## src/rtl/assert_macros.svh

```systemverilog
// Assertion macros shared by the heatmap peak finder RTL.
// Included by the modules that carry concurrent checks; no other dependencies.
`ifndef ASSERT_MACROS_SVH
`define ASSERT_MACROS_SVH

// Same-cycle implication, disabled during reset
`define ASSERT_IMP(lbl, clk, rst, ante, cons, msg) \
  lbl: assert property (@(posedge clk) disable iff (rst) (ante) |-> (cons)) else $error(msg);

// Next-cycle implication, disabled during reset
`define ASSERT_NXT(lbl, clk, rst, ante, cons, msg) \
  lbl: assert property (@(posedge clk) disable iff (rst) (ante) |=> (cons)) else $error(msg);

`endif

```

## src/rtl/hlpf_out_queue.sv

```systemverilog
// Two-entry result queue between the peak test and the output channel.
// Depends on assert_macros.svh for its checks.
`include "assert_macros.svh"

module hlpf_out_queue #(
  parameter int DATA_BITS = 42
) (
  input  logic                 clk,
  input  logic                 rst,
  input  logic                 push,
  input  logic [DATA_BITS-1:0] push_data,
  output logic                 full,
  output logic                 out_valid,
  input  logic                 out_ready,
  output logic [DATA_BITS-1:0] out_data
);

  logic [1:0]           count;
  logic [DATA_BITS-1:0] slot_head, slot_tail;
  logic                 pop;

  assign pop       = out_valid && out_ready;
  assign out_valid = (count != 2'd0);
  assign full      = (count == 2'd2);
  assign out_data  = slot_head;

  // track occupancy
  always_ff @(posedge clk) begin
    if (rst) begin
      count <= 2'd0;
    end else if (push && !pop) begin
      count <= count + 2'd1;
    end else if (pop && !push) begin
      count <= count - 2'd1;
    end
  end

  // move payload between slots
  always_ff @(posedge clk) begin
    if (push && !pop) begin
      if (count == 2'd0) begin
        slot_head <= push_data;
      end else begin
        slot_tail <= push_data;
      end
    end else if (pop && !push) begin
      slot_head <= slot_tail;
    end else if (pop && push) begin
      if (count == 2'd1) begin
        slot_head <= push_data;
      end else begin
        slot_head <= slot_tail;
        slot_tail <= push_data;
      end
    end
  end

  `ASSERT_IMP(a_count_bound, clk, rst, 1'b1, count != 2'd3, "queue count out of range")
  `ASSERT_IMP(a_no_overrun, clk, rst, push, (count != 2'd2) || pop, "push into full queue")
  `ASSERT_NXT(a_pop_drains, clk, rst, pop && !push, count == $past(count) - 2'd1, "pop lost")
  `ASSERT_NXT(a_push_fills, clk, rst, push && !pop, count == $past(count) + 2'd1, "push lost")

endmodule
```

## config.mk

```make
export PLATFORM = sky130hd
export DESIGN_NAME = hlpf_out_queue
export DESIGN_NICKNAME = d
export VERILOG_FILES = /design/src/rtl/hlpf_out_queue.sv
export VERILOG_INCLUDE_DIRS = /design/src /design/src/rtl
export SDC_FILE = /design/constraint.sdc
export NUM_CORES = 1
export LEC_CHECK = 0
export BUFFER_PORTS_ARGS = -buffer_cell sky130_fd_sc_hd__buf_2
export CELL_PAD_IN_SITES_DETAIL_PLACEMENT = 2
export CELL_PAD_IN_SITES_GLOBAL_PLACEMENT = 2
export CORE_MARGIN = 2
export CORE_UTILIZATION = 37
export CTS_CLUSTER_DIAMETER = 100
export CTS_CLUSTER_SIZE = 16
export DETAILED_ROUTE_END_ITERATION = 10
export MAX_ROUTING_LAYER = met4
export PLACE_DENSITY = 0.81
export SLEW_MARGIN = 20
export SYNTH_ARGS = -nofsm -noshare
export SYNTH_HDL_FRONTEND = slang
export SYNTH_SLANG_ARGS = --single-unit
```

## constraint.sdc

```tcl
create_clock -name clk -period 13.1 [get_ports clk]
set_input_delay 1.965 -clock clk [delete_from_list [all_inputs] [get_ports clk]]
set_output_delay 1.965 -clock clk [all_outputs]
set_load 0.05 [all_outputs]
```

==> impl_results.md <==
* Status: finished clean
* Crit-path cells: buf_2, and2b_2, a211oi_4, buf_4
* Slowest stage delay, CP at 0.88 ns
* Grt total ovfl at 0
* Worst setup EP type: register
* Peak supply drop at 72.1 uV
* Nets@finish at 473
* Crit path buf inv count at 2
* R2R depth at 5
* Crit path kind: in -> reg
* Synthesized cell area at 0.00400 mm2
* Layout cells sized above 1 at 26.5%
* DR vias at 3017
* Post-Syn Instances at 346
* Largest cells by area after synthesis: edfxtp_1, nand2_1, o211ai_1, nor2b_1, o21ai_0
* Hold Crit Class: reg -> reg
* Yosys reg bits at 86
* Drt wl/cell at 20.3 um
* Final cycle utilization of the critical path at 30.0%
* Pin count of the biggest net entering global routing at 45
* Gp weighted congestion at 0.712
* CTS tree: built
* Area Overhead vs Synth at 18.6%
* Final-report hold violation count at 0
* Slew @ Worst Pin at 1.01 ns
* Hold Buf Count CTS at 0
* Fraction of met2 tracks used by global routing at 34.5%
* Register area at 0.00256 mm2
* Final antenna diode count at 0
* Hold Path Cell Cnt at 2
* Critical Path RT at 13.13 ns
* Starting Density at 38.4%
* Avg Cell Area, Syn at 11.6 um2
* Relative slew slack at 32.4%
* CTS root buf: clkbuf_8
* Aggregate negative setup slack at 0 ns
* CP max stage cell: a211oi_4
* WP data arrival at 3.96 ns
* IO buf count at 89
* Static Leak at 1.77 nW
* H-tree depth at 3
* Largest area contributor in the netlist: edfxtp_1
* First-pass GRT wire length at 17.9 mm
* Peak-usage layer in the global routing report: met2
* CTS max path bufs at 2
* DR vias/cell at 5.36
* Final Setup Violations at 0
* Pins Over Slew Limit at 0
* Largest delay share family, worst path: compound AO/OA/AOI/OAI gates
* Pwr dens at 188 mW/mm2
* RSZ-0062 raised after global routing: false
* Multi-input gate area at 0.00131 mm2
* Final Critical Period at 3.93 ns
* DRC Markers at 0
* Ys Warns at 0
* Met3 Usage GRT at 3.25%
* Chip Height at 108 um
* Number of global-route vias before repair at 3320
* Die width at 108 um
* Worst path depth at 4
* Worst-path clk slew at 0.08 ns
* Std-Cell Core Area at 0.0104 mm2
* Register area share after synthesis at 64.0%
* Initial antenna violation count at 0
* First-pass DRT Iterations at 4
* Top Ports at 90
* Row cnt at 37
* Peak Freq at 254 MHz
* DR iter-0 viols at 113
* CTS buffer count at 9
* HPWL after DPL at 7.15 mm
* Met1 usage at 27.0%
* Yosys top cell area share at 63.0%
* Setup crit start kind: input port
* Library cells used by synthesis at 25
* CP Max Fanout at 44
* Final Skew at 0.0122 ns
* Post-synthesis net count at 396
* Post-CTS setup buffer count at 0
* Wirelength, routed at 11.4 mm
* DIE AREA at 0.0117 mm2
* Setup slack, reg-to-reg at 10.18 ns
* Final total power at 0.891 mW
* CTS sink count at 86
* Clk_lat worst skew at 0.37 ns
* GRT Total Usage at 21.2%
* Post-route ant nets at 0
* FILL cells at 1098
* # resized after CTS at 0
* Maxcap violations at 0
-- worst min-delay path: stages (launching register included) --
cell,delay [ns]
dfxtp_1,0.33
nor2_1,0.09
mux2_1,0.12
-- synth_stat cells --
cell type	count
a2111oi_1	1
a211oi_1	1
a21oi_1	2
a311oi_1	1
and2b_1	1
buf_2	8
buf_6	6
clkbuf_1	12
dfxtp_1	2
edfxtp_1	84
ha_1	4
inv_1	3
inv_2	1
mux2_1	1
nand2_1	86
nand2b_1	1
nor2_1	2
nor2b_1	42
nor3_1	1
nor3b_4	1
nor4b_1	1
o211ai_1	42
o21ai_0	37
o21ai_1	5
or3b_1	1
-- through the flow --
stage / setup WS [ns] / area [um2] / util [%] / instances / hold WS (ns)
2_1_floorplan: 7.06 / 4000 / - / 346 / 0.521
3_3_place_gp: 8.85 / 4510 / 43.3 / 547 / 0.533
3_5_place_dp: 8.78 / 4540 / 43.6 / 548 / 0.563
4_1_cts: 9.15 / 4740 / 45.5 / 563 / 0.583
5_1_grt: 9.05 / 4750 / 45.6 / 563 / 0.622
6_report: 9.17 / 4750 / 45.6 / 563 / 0.576
-- flip-flops by register name, summed over array words and instances (netlist names) --
name,flops
count,2
out_data,42
slot_tail,42
-- cells in the final DEF (no fill, tap or decap), types with 2 or more instances in the layout --
master     count
inv_1          3
nand2_1       85
dfxtp_1        2
edfxtp_1      84
clkbuf_1       2
bufinv_16      2
o211ai_1      42
o21ai_0       37
nor2_1         2
buf_2         89
buf_4          2
o21ai_1        5
nor2b_1       42
clkbuf_8       9
ha_1           3
-- kinds of logic (layout without fill, tap and decap cells) --
group	after synthesis	after routing	synth area share, %
flip-flops	86	86	64.0
multiplexers	1	1	0.281
adder cells (fa/ha/maj)	4	4	1.25
AO/OA/AOI/OAI	89	89	14.0
AND/OR/NAND/NOR	136	136	16.2
buffers and inverters	30	111	4.19
-- per-layer routing --
metal / wire, um / vias up / share of wire (%)
met1: 5190 / 1522 / 46
met4: 192 / 0 / 1.7
met3: 401 / 19 / 3.5
met2: 5620 / 79 / 49
met5: 0 / - / 0
li1: - / 1397 / -
-- report_power, final --
group	switching (mW)	total, mW	internal (mW)	leakage, nW
sequential	0.0155	0.385	0.369	0.816
combinational	0.231	0.300	0.0694	0.850
clock	0.0992	0.206	0.106	0.0994
-- cell type report --
| cell class | instances | share of cell area (%) |
|---|---|---|
| Clock buffer | 11 | 2.77 |
| Multi-Input combinational cell | 230 | 27.5 |
| Clock inverter | 4 | 1.53 |
| Tap cell | 136 | 3.59 |
| Inverter | 4 | 0.316 |
| Timing Repair Buffer | 92 | 10.3 |
| Sequential cell | 86 | 54.0 |
-- worst paths after layout --
path / start / end
worst max register to register: count[0]$_SDFFE_PP0P_ / slot_tail[39]$_DFFE_PP_
worst min register to register: count[0]$_SDFFE_PP0P_ / count[0]$_SDFFE_PP0P_
worst min-delay path: count[0]$_SDFFE_PP0P_ / count[0]$_SDFFE_PP0P_
worst max-delay path: out_ready / slot_tail[39]$_DFFE_PP_
Power figures use the tool's default switching activity.
