`src/rtl/assert_macros.svh`:
```
// Assertion macros shared by the heatmap peak finder RTL.
// Included by the modules that carry concurrent checks; no other dependencies.
`ifndef ASSERT_MACROS_SVH
`define ASSERT_MACROS_SVH

// Same-cycle implication, disabled during reset
`define ASSERT_IMP(lbl, clk, rst, ante, cons, msg) \
  lbl: assert property (@(posedge clk) disable iff (rst) (ante) |-> (cons)) else $error(msg);

// Next-cycle implication, disabled during reset
`define ASSERT_NXT(lbl, clk, rst, ante, cons, msg) \
  lbl: assert property (@(posedge clk) disable iff (rst) (ante) |=> (cons)) else $error(msg);

`endif

```
`src/rtl/hlpf_pkg.sv`:
```
// Shared types and constants for the heatmap local peak finder.
// No dependencies; imported by the window stage and the top level.
package hlpf_pkg;

  // widths fixed by the register map
  localparam int THR_BITS       = 16;
  localparam int WIDTH_REG_BITS = 11;
  localparam int HEIGHT_REG_BITS = 11;
  localparam int CHAN_REG_BITS  = 7;
  localparam int CFG_DATA_BITS  = 16;
  localparam int CFG_INDEX_BITS = 2;

  // working width for geometry compares, wide enough for any limit
  localparam int GEO_BITS = 13;

  // register indexes
  typedef enum logic [CFG_INDEX_BITS-1:0] {
    REG_PEAK_THRESHOLD = 2'd0,
    REG_WIDTH_IN_USE   = 2'd1,
    REG_HEIGHT_IN_USE  = 2'd2,
    REG_CHANNEL_COUNT  = 2'd3
  } cfg_reg_t;

  // reset values
  localparam logic signed [THR_BITS-1:0] THRESHOLD_RESET = 16'sd819;
  localparam logic [WIDTH_REG_BITS-1:0]  WIDTH_RESET     = 11'd1024;
  localparam logic [HEIGHT_REG_BITS-1:0] HEIGHT_RESET    = 11'd1024;
  localparam logic [CHAN_REG_BITS-1:0]   CHANNELS_RESET  = 7'd19;

  // configuration handed to the window stage
  typedef struct packed {
    logic signed [THR_BITS-1:0]  peak_threshold;
    logic [WIDTH_REG_BITS-1:0]   width_in_use;
    logic [HEIGHT_REG_BITS-1:0]  height_in_use;
    logic [CHAN_REG_BITS-1:0]    channel_count;
  } cfg_t;

endpackage

```
`src/rtl/hlpf_window.sv`:
```
// Raster counters, cross-shaped tap window and four-neighbour peak test.
// Depends on hlpf_pkg; drives the line store RAM owned by the top level.
module hlpf_window #(
  parameter int MAX_WIDTH    = 1024,
  parameter int MAX_HEIGHT   = 1024,
  parameter int MAX_CHANNELS = 64,
  parameter int SAMPLE_BITS  = 16
) (
  input  logic                                     clk,
  input  logic                                     rst,
  input  hlpf_pkg::cfg_t                           cfg,
  input  logic                                     accept,
  input  logic signed [SAMPLE_BITS-1:0]            sample,
  input  logic [2*SAMPLE_BITS-1:0]                 ram_q,
  output logic [$clog2(MAX_WIDTH)-1:0]             ram_raddr,
  output logic [$clog2(MAX_WIDTH)-1:0]             ram_waddr,
  output logic                                     ram_we,
  output logic [2*SAMPLE_BITS-1:0]                 ram_wdata,
  output logic                                     found,
  output logic [$clog2(MAX_WIDTH)-1:0]             found_x,
  output logic [$clog2(MAX_HEIGHT)-1:0]            found_y,
  output logic [(MAX_CHANNELS > 1 ? $clog2(MAX_CHANNELS) : 1)-1:0] found_channel,
  output logic signed [SAMPLE_BITS-1:0]            found_score
);
  import hlpf_pkg::*;

  localparam int XB = $clog2(MAX_WIDTH);
  localparam int YB = $clog2(MAX_HEIGHT);
  localparam int CB = (MAX_CHANNELS > 1) ? $clog2(MAX_CHANNELS) : 1;

  function automatic logic [GEO_BITS-1:0] clamp_geo(
    input logic [GEO_BITS-1:0] v,
    input logic [GEO_BITS-1:0] lo,
    input logic [GEO_BITS-1:0] hi
  );
    logic [GEO_BITS-1:0] r;
    r = v;
    if (v < lo) r = lo;
    if (v > hi) r = hi;
    return r;
  endfunction

  logic [XB-1:0] column_counter, column_next;
  logic [YB-1:0] row_counter, row_next;
  logic [CB-1:0] channel_counter, channel_next;

  // middle row taps at c-2, c-1 and upper row tap at c-1, seen from column c
  logic signed [SAMPLE_BITS-1:0] win_ctr, win_right, win_up;
  logic signed [SAMPLE_BITS-1:0] prev_sample;

  logic signed [SAMPLE_BITS-1:0] mid, upper;
  logic [GEO_BITS-1:0] w_eff, h_eff, nch_eff;
  logic [GEO_BITS-1:0] col_inc, row_inc, ch_inc;
  logic                col_wrap, row_wrap, ch_wrap;
  logic                interior, is_peak;

  assign mid   = $signed(ram_q[SAMPLE_BITS-1:0]);
  assign upper = $signed(ram_q[2*SAMPLE_BITS-1:SAMPLE_BITS]);

  // effective geometry
  assign w_eff   = clamp_geo(GEO_BITS'(cfg.width_in_use), GEO_BITS'(3),
                             GEO_BITS'(MAX_WIDTH));
  assign h_eff   = clamp_geo(GEO_BITS'(cfg.height_in_use), GEO_BITS'(3),
                             GEO_BITS'(MAX_HEIGHT));
  assign nch_eff = clamp_geo(GEO_BITS'(cfg.channel_count), GEO_BITS'(1),
                             GEO_BITS'(MAX_CHANNELS));

  // advance raster position
  assign col_inc  = GEO_BITS'(column_counter) + GEO_BITS'(1);
  assign row_inc  = GEO_BITS'(row_counter) + GEO_BITS'(1);
  assign ch_inc   = GEO_BITS'(channel_counter) + GEO_BITS'(1);
  assign col_wrap = (col_inc >= w_eff);
  assign row_wrap = (row_inc >= h_eff);
  assign ch_wrap  = (ch_inc >= nch_eff);

  always_comb begin
    column_next  = column_counter;
    row_next     = row_counter;
    channel_next = channel_counter;
    if (col_wrap) begin
      column_next = '0;
      if (row_wrap) begin
        row_next = '0;
        if (ch_wrap) begin
          channel_next = '0;
        end else begin
          channel_next = ch_inc[CB-1:0];
        end
      end else begin
        row_next = row_inc[YB-1:0];
      end
    end else begin
      column_next = col_inc[XB-1:0];
    end
  end

  // line store access: prefetch the column the next beat will use
  assign ram_raddr = rst ? '0 : (accept ? column_next : column_counter);
  assign ram_waddr = column_counter;
  assign ram_we    = accept;
  assign ram_wdata = {mid, sample};

  // peak test on the pixel one row up and one column left
  assign interior = (GEO_BITS'(column_counter) >= GEO_BITS'(2)) &&
                    (GEO_BITS'(row_counter) >= GEO_BITS'(2));
  assign is_peak  = (win_right > cfg.peak_threshold) && (win_right >= win_up) &&
                    (win_right >= prev_sample) && (win_right >= win_ctr) &&
                    (win_right >= mid);
  // win_right holds the centre before the shift below
  assign found         = accept && interior && is_peak;
  assign found_x       = column_counter - XB'(1);
  assign found_y       = row_counter - YB'(1);
  assign found_channel = channel_counter;
  assign found_score   = win_right;

  // shift window and advance counters on each accepted beat
  always_ff @(posedge clk) begin
    if (rst) begin
      column_counter  <= '0;
      row_counter     <= '0;
      channel_counter <= '0;
      win_ctr         <= '0;
      win_right       <= '0;
      win_up          <= '0;
    end else if (accept) begin
      column_counter  <= column_next;
      row_counter     <= row_next;
      channel_counter <= channel_next;
      win_ctr         <= win_right;
      win_right       <= mid;
      win_up          <= upper;
    end
  end

  // hold the last sample as the lower neighbour
  always_ff @(posedge clk) begin
    if (accept) begin
      prev_sample <= sample;
    end
  end

endmodule

```
`config.mk`:
```
export PLATFORM = sky130hd
export DESIGN_NAME = hlpf_window
export DESIGN_NICKNAME = d
export VERILOG_FILES = /design/src/rtl/assert_macros.svh /design/src/rtl/hlpf_pkg.sv /design/src/rtl/hlpf_window.sv
export SDC_FILE = /design/constraint.sdc
export NUM_CORES = 1
export LEC_CHECK = 0
export BUFFER_PORTS_ARGS = -buffer_cell sky130_fd_sc_hd__buf_2
export CAP_MARGIN = 5
export CORE_MARGIN = 2
export CORE_UTILIZATION = 30
export DETAILED_ROUTE_END_ITERATION = 8
export GPL_TIMING_DRIVEN = 0
export SETUP_SLACK_MARGIN = 0.02
export SYNTH_ARGS = -nofsm -noshare
export SYNTH_HDL_FRONTEND = slang
export SYNTH_SLANG_ARGS = --single-unit
```
`constraint.sdc`:
```
create_clock -name clk -period 4.54 [get_ports clk]
set_clock_uncertainty 0.1 [all_clocks]
set_input_delay 0.908 -clock clk [delete_from_list [all_inputs] [get_ports clk]]
set_output_delay 0.908 -clock clk [all_outputs]
set_load 0.05 [all_outputs]
```
==> metrics.md <==
| Metric | Value |
|---|---|
| Worst Setup End Kind | `output pin` |
| Clock latency at the later pin of the worst-skew pair | `350 ps` |
| Drt drc | `0` |
| Peak supply drop | `0.1655 mV` |
| Mapped Nets | `roughly 1000` |
| Fraction of registers with async set/reset | `0%` |
| Vias per cell | `~4.7` |
| Routed via count | `6411` |
| Post-Place Worst Slack | `-142.6 ps` |
| Primary FF master, synth | `dfxtp_1` |
| Area leader, netlist | `dfxtp_1` |
| H-tree levels | `3` |
| Initial Util | `between 30 and 40%` |
| Leak pwr | `roughly 4.5 nW` |
| ANT nets after route | `0` |
| I/O pins | `between 150 and 200` |
| Rows | `56` |
| Post-layout min period | `4361 ps` |
| Fin worst setup slack | `179.4 ps` |
| Number of port buffers | `about 190` |
| Sinks on Clock Net | `90` |
| Worst slew pin tran | `906.3 ps` |
| Fin Hold WS | `around 390 ps` |
| Synthesized cell area | `7073 µm²` |
| Average wire per cell in the routed design | `approximately 15 µm` |
| Overflow after GRT | `0` |
| Die Width | `157.5 µm` |
| Top cells by count, synth | `ha_1, inv_1, dfxtp_1, nor2_1, nand2_1` |
| Hold Crit Class | `reg -> reg` |
| # diodes | `0` |
| Synth unique cells | `58` |
| WP data required | `approximately 3500 ps` |
| Setup-failing EPs final | `0` |
| Average size of a mapped cell | `8.461 µm²` |
| Die height | `between 150 and 200 µm` |
| Total Routing Usage GR | `16.23%` |
| Core area | `23330 µm²` |
| Post-synth EDFFs | `16` |
| Clock slew at reported path FFs | `~70 ps` |
| Crit path launch type | `register` |
| Clk buf depth | `2` |
| GPL Wtd Cong | `~0.8` |
| Status | `finished clean` |
| Total CTS buffers | `9` |
| Dpl cells | `between 1000 and 1500` |
| Die ar. | `between 20000 and 25000 µm²` |
| Yosys top cell area share | `a little over a fifth` |
| Post-layout util | `roughly 38%` |
| Iter 0 DRT Violations | `210` |
| Most numerous cell in the Yosys netlist | `ha_1` |
| CTS tree | `built` |
| Top cells by area, synth | `dfxtp_1, ha_1, mux2i_1` |
| Worst path arrival time | `around 3400 ps` |
| Crit-path max FO | `10` |
| Finished Layout Cells | `between 1000 and 1500` |
| F_max | `~0.23 GHz` |
| WL final | `~20000 µm` |
| Vias in the first global route | `~6000` |
| Layout cell share with drive strength beyond 1 | `about 28%` |
| Largest net degree at the start of global routing | `19` |
| Fillcell total | `between 2000 and 2500` |
| Antenna violations before repair | `1` |
| TritonRoute pass-1 iters | `4` |
| Synth Warn # | `0` |
| Max-slew violation count | `0` |
| Setup CP Type | `reg -> out` |
| Endpoints failing hold | `0` |
| Max-slew headroom | `39.58%` |
| Clk Tree Root Cell | `clkbuf_16` |
| MaxCap Viol Count | `0` |
| PwrDens | `246.8 nW/µm²` |
| Crit share post-route | `between 90% and 100%` |
| Area Overhead vs Synth | `26.76%` |
| Detailed placement HPWL | `16090 µm` |
| Nets | `roughly 1300` |
| #FFs+latches synth | `90` |
| Post-synthesis sequential area ratio | `roughly 28%` |
| First-pass GRT wire length | `31370 µm` |
| Cells after Synth | `around 840` |
| Total power | `about 0.0022 W` |
[flip-flops by register name, indices dropped and copies added (netlist names)]
name,flops
row_counter,10
found_score,16
found_channel,6
win_ctr,16
ram_waddr,10
prev_sample,16
win_up,16
[cell type report]
type,instances,area (µm²),area share (%)
multi-input cells,589,4491,50.08
clock inverters,3,23.77,0.2651
clock buffers,12,256.5,2.861
flip-flops and latches,90,1971,21.98
inverters,92,345.3,3.852
well taps,319,399.1,4.452
plain buffers,64,389.1,4.340
repair buffers,203,1091,12.17
[worst max-delay path, cell delays in order, from the launching register on]
cell and delay (ps):
dfxtp_1 330, buf_4 170, nand2_1 100, nor4_4 300, and3_1 210, xor2_1 110, ha_1 260, a2111oi_2 290
o21ai_1 160, a211oi_4 220, nand2b_4 180, buf_6 140, o21ai_1 90, a21oi_2 150, buf_2 290
[per-layer routing]
metal  vias up  GRT usage [%]  share of wire (%)  wire (µm)
met5         -              0              0.050         10
met2       161          29.72                 49       9846
met4         2          2.900               0.80        160
met1      2931          19.73                 45       9037
met3        14          3.249                4.7        945
li1       3303              -                  -          -
[stage by stage]
step | area, µm² | TNS [ps]
after floorplan | 7123 | 0
after global placement | 8478 | -689.8
after detailed placement | 8478 | -1082
after CTS | 8930 | 0
after global routing | 8966 | -3.328
final | 8966 | 0
[path summary, 6_finish.rpt]
kind         slack (ps)  cells past startpoint        endpoint            from
min reg2reg         390                      2      win_ctr[4]      win_ctr[4]
max                 180                     14    ram_raddr[8]    ram_waddr[6]
min                 390                      2      win_ctr[4]      win_ctr[4]
max reg2reg         790                     12  row_counter[1]  row_counter[1]
[logic make-up (layout without fill, tap and decap cells)]
logic type / count (synthesis) / in the layout / synth area share [%]
adder cells (fa/ha/maj): 116 / 116 / 20.52
flip-flops: 90 / 90 / 27.74
AO/OA/AOI/OAI: 125 / 125 / 11.45
XOR/XNOR: 35 / 35 / 4.334
multiplexers: 51 / 51 / 7.217
AND/OR/NAND/NOR: 262 / 262 / 18.45
buffers and inverters: 157 / 374 / 10.30
[where the power goes]
part	switching (W)	total [W]	leakage, nW	internal [W]
logic	0.000383	0.000604	3.59	0.000221
registers	0.0000365	0.000884	0.763	0.000848
clock network	0.000324	0.000725	0.131	0.000401
total	0.000743	0.00221	4.49	0.00147
[cell usage in the layout (no fill, tap or decap), types with 3 or more instances in the layout]
master       n
a21o_1      13
nor3_1      14
xnor2_1     14
nor3b_1      6
nor2b_1      6
a21oi_1     39
nor4_1      11
buf_6        7
xor2_1      19
buf_4       49
a211oi_1     7
clkbuf_16    9
buf_1        3
o21ai_0     18
clkbuf_1    18
edfxtp_1    16
nor2_1      71
buf_2      189
inv_1       88
nand2_1     59
o21ai_1      8
nand2b_1    16
a2111oi_0    4
nand4b_1     3
a32o_1       7
a21oi_2      8
nand4_1     19
and3_1      10
dfxtp_1     71
ha_1       115
o211ai_1     3
mux2i_1     51
nand3_1     28
[timing repair]
item                                    CTS  global route
setup buffers                            10             2
hold buffers                              0             0
resized for setup                        28             7
endpoints found under the setup margin   10            10
pin swaps                                 6             6
Note: power is estimated with default switching activity, not from simulation.
